$ cat config.mk
export PLATFORM = sky130hd
export DESIGN_NAME = lbq_link_ram
export DESIGN_NICKNAME = d
export VERILOG_FILES = /design/src/rtl/core/lbq_pkg.sv /design/src/rtl/core/lbq_link_ram.sv
export SDC_FILE = /design/constraint.sdc
export NUM_CORES = 2
export LEC_CHECK = 0
export ABC_AREA = 1
export CAP_MARGIN = 20
export CORE_ASPECT_RATIO = 1.1
export CORE_MARGIN = 1
export CORE_UTILIZATION = 60
export DETAILED_ROUTE_END_ITERATION = 12
export DONT_BUFFER_PORTS = 1
export MAX_ROUTING_LAYER = met4
export PLACE_DENSITY_LB_ADDON = 0.25
export REMOVE_ABC_BUFFERS = 1
export SLEW_MARGIN = 20
export SYNTH_ARGS = -nofsm -noshare
export SYNTH_HDL_FRONTEND = slang
export SYNTH_SLANG_ARGS = --single-unit
$ cat constraint.sdc
create_clock -name clk_i -period 2.4 [get_ports clk_i]
set_input_delay 0 -clock clk_i [delete_from_list [all_inputs] [get_ports clk_i]]
set_output_delay 0 -clock clk_i [all_outputs]
set_load 0.01 [all_outputs]
$ cat src/rtl/core/lbq_pkg.sv
`timescale 1ns / 1ps
// Shared constants, codes and memory request types for the linked-block byte queue manager.
// No dependencies.
package lbq_pkg;

  localparam int BLOCK_BYTES = 32;
  localparam int NUM_BLOCKS  = 256;
  localparam int NUM_QUEUES  = 8;
  localparam int POOL_BYTES  = NUM_BLOCKS * BLOCK_BYTES;

  localparam int OFF_W  = $clog2(BLOCK_BYTES);
  localparam int BLK_W  = $clog2(NUM_BLOCKS);
  localparam int POS_W  = OFF_W + BLK_W;
  localparam int IDX_W  = OFF_W + 1;

  localparam int CMD_W  = 3;
  localparam int QID_W  = 3;
  localparam int BYTE_W = 8;
  localparam int LEN_W  = 14;
  localparam int STAT_W = 2;
  localparam int FREE_W = 9;

  localparam logic [CMD_W-1:0] CMD_PUT    = 3'd0;
  localparam logic [CMD_W-1:0] CMD_GET    = 3'd1;
  localparam logic [CMD_W-1:0] CMD_REMOVE = 3'd2;
  localparam logic [CMD_W-1:0] CMD_FLUSH  = 3'd3;
  localparam logic [CMD_W-1:0] CMD_COUNT  = 3'd4;

  localparam logic [STAT_W-1:0] STAT_OK     = 2'd0;
  localparam logic [STAT_W-1:0] STAT_EMPTY  = 2'd1;
  localparam logic [STAT_W-1:0] STAT_NOFREE = 2'd2;

  typedef struct packed {
    logic             we;
    logic [BLK_W-1:0] waddr;
    logic [BLK_W-1:0] wdata;
    logic [BLK_W-1:0] raddr;
  } lbq_link_req_t;

  typedef struct packed {
    logic              we;
    logic [POS_W-1:0]  waddr;
    logic [BYTE_W-1:0] wdata;
    logic [POS_W-1:0]  raddr;
  } lbq_byte_req_t;

endpackage

$ cat src/rtl/core/lbq_link_ram.sv
`timescale 1ns / 1ps
// Block link storage with per-entry valid bits; unwritten entries read as index + 1.
// Depends on lbq_pkg.
module lbq_link_ram (
  input  logic                  clk_i,
  input  logic                  rst_ni,
  input  lbq_pkg::lbq_link_req_t req_i,
  output logic [lbq_pkg::BLK_W-1:0] rdata_o
);
  import lbq_pkg::*;

  logic [BLK_W-1:0]      mem_q [NUM_BLOCKS];
  logic [NUM_BLOCKS-1:0] valid_q;
  logic [BLK_W-1:0]      rdata_q;

  always_ff @(posedge clk_i or negedge rst_ni) begin
    if (!rst_ni) begin
      valid_q <= '0;
    end else if (req_i.we) begin
      valid_q[req_i.waddr] <= 1'b1;
    end
  end

  always_ff @(posedge clk_i) begin
    if (req_i.we) begin
      mem_q[req_i.waddr] <= req_i.wdata;
    end
    // reset chain: block i links to i+1, wrapping
    rdata_q <= valid_q[req_i.raddr] ? mem_q[req_i.raddr] : req_i.raddr + BLK_W'(1);
  end

  assign rdata_o = rdata_q;

endmodule

* Yosys cells after proc, flatten, opt, wreduce, memory -nomap -nowiden
Memories as Yosys holds them, arrays and structs flattened.
Cells that the tools add are included.
** Storage, ports and cells
- Register bits after elaboration :: 264
- RAM bits :: 2048
- Bits of input ports :: 27
- Output and inout bits :: 8
- Memories kept :: 1
** Memory list
- mem_q :: words 256, bits a word 8, read ports 1, clocked after memory_dff 0, write ports 1, RTL line lbq_link_ram.sv:12 : logic [BLK_W-1:0] mem_q [NUM_BLOCKS];
** Cells by class
- Add/subtract/negate cells :: 1
- Magnitude comparators :: 3
- Muxes and demuxes :: 7
- Bitwise logic cells :: 1
- Reductions and logical operators :: 1
** Operator list (count)
- 256-bit OR :: 1
- 8-bit by 9-bit < comparator with 1-bit output, second input constant :: 2
- 8-bit by 1-bit adder with 8-bit output, second input constant :: 1
- 1-bit binary-select mux with 8-bit select :: 1
- 1-bit demux with 8-bit select :: 1
- 8-bit by 1-bit greater-or-equal comparator with 1-bit output, second input constant :: 1
- 8-bit 2-to-1 mux :: 1
- 1-bit 2-to-1 mux :: 4
- 1-bit logical AND :: 1

* Logic depth before layout (Yosys ltp)
- Depth in word-level cells :: 5
- Gate-level depth with buffers :: 18
- Mapped depth without buffers :: 15

* Worst setup path before layout
No wires, ideal clock.
- Path type :: input port to flip-flop
- Start point :: input port req_i[24] (netlist name)
- End point :: memory mem_q[122][0] (netlist name), enable pin
- Arrival :: 1.364 ns
- Required time :: 2.030 ns
- Path slack :: 0.666 ns
- Stages on the path :: 5
- Path buffers :: 3
- Path through :: clkbuf_1 -> buf_1 -> nand2_1 -> clkbuf_1 -> nor2_1
** Between the ends
- Longest elaborated chain between the ends :: 2
** Ends and longest elaborated chain
- start, declared :: RTL line lbq_link_ram.sv:7 : input lbq_pkg::lbq_link_req_t req_i,
- 1-bit 2-to-1 mux :: RTL line lbq_link_ram.sv:25 : if (req_i.we) begin
- 1-bit 2-to-1 mux (implied by the code) :: RTL line lbq_link_ram.sv:26 : mem_q[req_i.waddr] <= req_i.wdata;
- end, declared :: RTL line lbq_link_ram.sv:12
No other way between the ends.

* Worst setup path after layout
- Start point :: input port req_i[4] (netlist name)
- End point :: register rdata_q[6] (netlist: rdata_o[6])
** Between the ends
- Longest elaborated chain between the ends :: 3
- Elaborated cells on any way between the ends :: 5
** Ends and longest elaborated chain
- 1-bit binary-select mux with 8-bit select :: RTL line lbq_link_ram.sv:29 : rdata_q <= valid_q[req_i.raddr] ? mem_q[req_i.raddr] : req_i.raddr + BLK_W'(1);
- 1-bit 2-to-1 mux (implied by the code) :: RTL line lbq_link_ram.sv:29
- 8-bit 2-to-1 mux (*) :: RTL line lbq_link_ram.sv:29
- end signal, assigned :: RTL line lbq_link_ram.sv:29
- end, declared :: RTL line lbq_link_ram.sv:14 : logic [BLK_W-1:0] rdata_q;
Mark *: on every way between the ends. The rest lies on a longest branch, timed or not. The select of a mux whose other input is x is not followed.
A chain may end at the register's enable or synchronous reset.

==> impl_metrics.tcl <==
set metrics [dict create \
    status "finished, violations left" \
    violations "hold timing" \
    crit_fanout 37 \
    report.final.hold_viol_count 2202 \
    track_usage 0.343 \
    ys_ff_latch 2312 \
    clockRootBuffer "clkbuf_16" \
    cts_sinks 2312 \
    crit_path_end "rdata_o[6]$_DFF_P_" \
    fin_nets 9013 \
    finClkSkew_ps 22.2 \
    holdWs_ps -1090 \
    start_util 0.607 \
    vdd_drop_max_v 0.000769 \
    netSwitchingPower_mw 18.6 \
    ff2ff_path_depth 13 \
    grt_pass1_wl_um 404000 \
    drt-initial-drc-count 9669 \
    maxSlewHeadroom 0.208 \
    power_density_nw_per_um2 774 \
    reg2reg_to "rdata_o[6]$_DFF_P_" \
    power_frac_seq 0.526 \
    crit_arrival_ps 3220 \
    finalSetupTns_ps 0 \
    final_common_cell "nand2_1" \
    grt_overflow 0 \
    synthesis.instances 8810 \
    grt_start_max_net_pins 1255 \
    design_area_um2 109000 \
    swShare 0.222 \
    async_reset_ff_frac 0.111 \
    final-setup-viol-count 0 \
    ys_warn_count 0 \
    clock_path_buffers 3 \
    grt_pass1_vias 65100 \
    cp-startpoint "req_i[4]" \
    port_buffers 0 \
    reg2reg_slack_ps 120 \
    final_cell_mix "nand2_1 (2712), edfxtp_1 (2048), nand3_1 (1416), nor2_1 (645), inv_1 (453)" \
    drtPass1Iterations 6 \
    crit_path_end_kind "flip-flop" \
    placementRows 153 \
    rsz0062_at_grt "true" \
    min_period_over_period 0.999 \
    r2r_start "valid_q[193]$_DFFE_PN0P_" \
    routed_wl_um 278000 \
    fin_ws_ps 1.36 \
    fin_crit_ps 2400 \
    cts-hold-fix-buffers 44 \
    intPower_mw 65.5 \
    drive_gt1_frac 0.105 \
    routedWlPerCell_um 24.6 \
    synth-simple-area-share 0.215 \
    postPlaceCellArea_um2 100000 \
    vias 68400 \
    synth_mux_area_frac 0 \
    yosys.area_share.xor_xnor 0.000454 \
    synth_top_family_by_area "simple AND/OR/NAND/NOR gates" \
    start_kind "input pin" \
    drc 0 \
    fmax_mhz 417 \
    critPathRequiredTime_ps 3220 \
    detail-route-antenna-nets 0 \
    synth-compound-area-share 0.0308 \
    tritoncts "yes" \
    synth_area_um2 96500 \
    final_max_slew_viol_count 0 \
    ys_types 29 \
    critPathKind "input pin to flip-flop" \
    io_pins 35 \
    synth_seq_area_share 0.705 \
    coreArea_um2 159000 \
    antenna_found_initial 13 \
    worst_slew_pin_slew_ps 1190 \
    hold_class "input pin to asynchronous set/reset pin" \
    die-width_um 384 \
    htree_levels 4 \
    area_growth_pct 12.6 \
    p_leak_nw 42.6 \
    die_h_um 423 \
    hpwl_um 144000 \
    synth_edf_count 2048 \
    vias_per_cell 6.06 \
    ys.flop_type "edfxtp_1" \
    total_power_mw 84.1 \
    insertion_delay_ps 870 \
    numCtsBuffers 217 \
    avgSynthCellArea_um2 11.0 \
    share_comb_of_total_power 0.058 \
    max_cap_viol_count 0 \
    p_clk_frac 0.415 \
    preCtsSetupSlack_ps -424 \
    synth_fa_ha_area_frac 0.000130 \
    clkTransAtPathRegs_ps 60 \
    place_congestion 0.903 \
    die_area_um2 162000 \
]
layout make-up:
type	count	area, µm²
Clock buffer	298	6000
Sequential cell	2312	68100
Tap cell	2092	2620
Clock inverter	115	1230
Antenna cell	10	25.0
Inverter	462	1770
Timing Repair Buffer	504	5150
Fill cell	11400	50200
Multi-Input combinational cell	5488	23800
synthesized netlist by cell type (20+ instances only):
cell,instances,area share
dfrtp_1,256,0.066
a21boi_0,26,0.0020
buf_6,32,0.0037
nand3_1,1417,0.074
nand2_1,2727,0.11
buf_1,63,0.0025
buf_2,249,0.013
o21ai_0,276,0.014
edfxtp_1,2048,0.64
or2_2,135,0.0088
clkbuf_1,121,0.0047
o21ai_1,20,0.0010
nor2_1,649,0.025
buf_4,84,0.0065
o211ai_1,80,0.0062
a21oi_1,130,0.0067
inv_1,455,0.018
metrics by stage:
| step | instances | utilization |
|---|---|---|
| finish | 11300 | 0.684 |
| floorplan | 8261 | - |
| global route | 11300 | 0.684 |
| global placement | 10800 | 0.632 |
| detailed placement | 10800 | 0.632 |
| CTS | 11300 | 0.680 |
power groups by stage:
| stage | Clock [mW] | Combinational, mW | Sequential (mW) |
|---|---|---|---|
| 2_1_floorplan | 0 | 2.64 | 45.0 |
| 4_1_cts | 35.0 | 4.18 | 44.2 |
| 5_1_grt | 36.6 | 5.23 | 44.3 |
| 6_report | 34.9 | 4.92 | 44.3 |
| 3_5_place_dp | 0 | 3.99 | 45.1 |
| 3_3_place_gp | 0 | 3.93 | 45.1 |
worst min-delay path by stage:
stage | startpoint | end | slack [ps] | cells past startpoint
finish | rst_ni | valid_q[80]$_DFFE_PN0P_ | -1090 | 0
global route | rst_ni | valid_q[80]$_DFFE_PN0P_ | -1140 | 0
CTS | rst_ni | valid_q[80]$_DFFE_PN0P_ | -1220 | 0
detailed placement | rst_ni | valid_q[102]$_DFFE_PN0P_ | -240 | 0
global placement | rst_ni | valid_q[82]$_DFFE_PN0P_ | -280 | 0
floorplan | rst_ni | valid_q[0]$_DFFE_PN0P_ | -300 | 0
critical path, cell delays in order:
cell and delay [ps]:
dlygate4sd3_1 810, buf_16 330, inv_2 260, buf_12 290
nand3_2 160, nand2_1 90, nand2_1 40, dlygate4sd3_1 590
nand2_2 140, nand3_4 140, nand2_4 170, nand2_1 80
nand2_1 50
flip-flops by register name (all words and copies together) (netlist names):
register,cells
valid_q,256
mem_q,2048
rdata_o,8
routing by layer:
metal,wire [µm],track usage,vias up
li1,-,-,30300
met5,0,-,-
met4,12200,0.142,0
met2,131000,0.523,4300
met3,31600,0.0568,678
met1,103000,0.462,33100
kinds of logic (layout without fill, tap and decap cells):
group | count (synthesis) | in the layout
AO/OA/AOI/OAI | 538 | 538
XOR/XNOR | 5 | 5
adder cells (fa/ha/maj) | 1 | 1
buffers and inverters | 1011 | 1379
flip-flops | 2312 | 2312
other | 0 | 10
AND/OR/NAND/NOR | 4943 | 4944
timing repair:
item                       4_1_cts  5_1_grt
buffers inserted                 0        0
hold endpoints to repair      3835     2304
setup endpoints to repair        0       72
gates resized for setup          0       11
(Power assumes the default switching activity.)
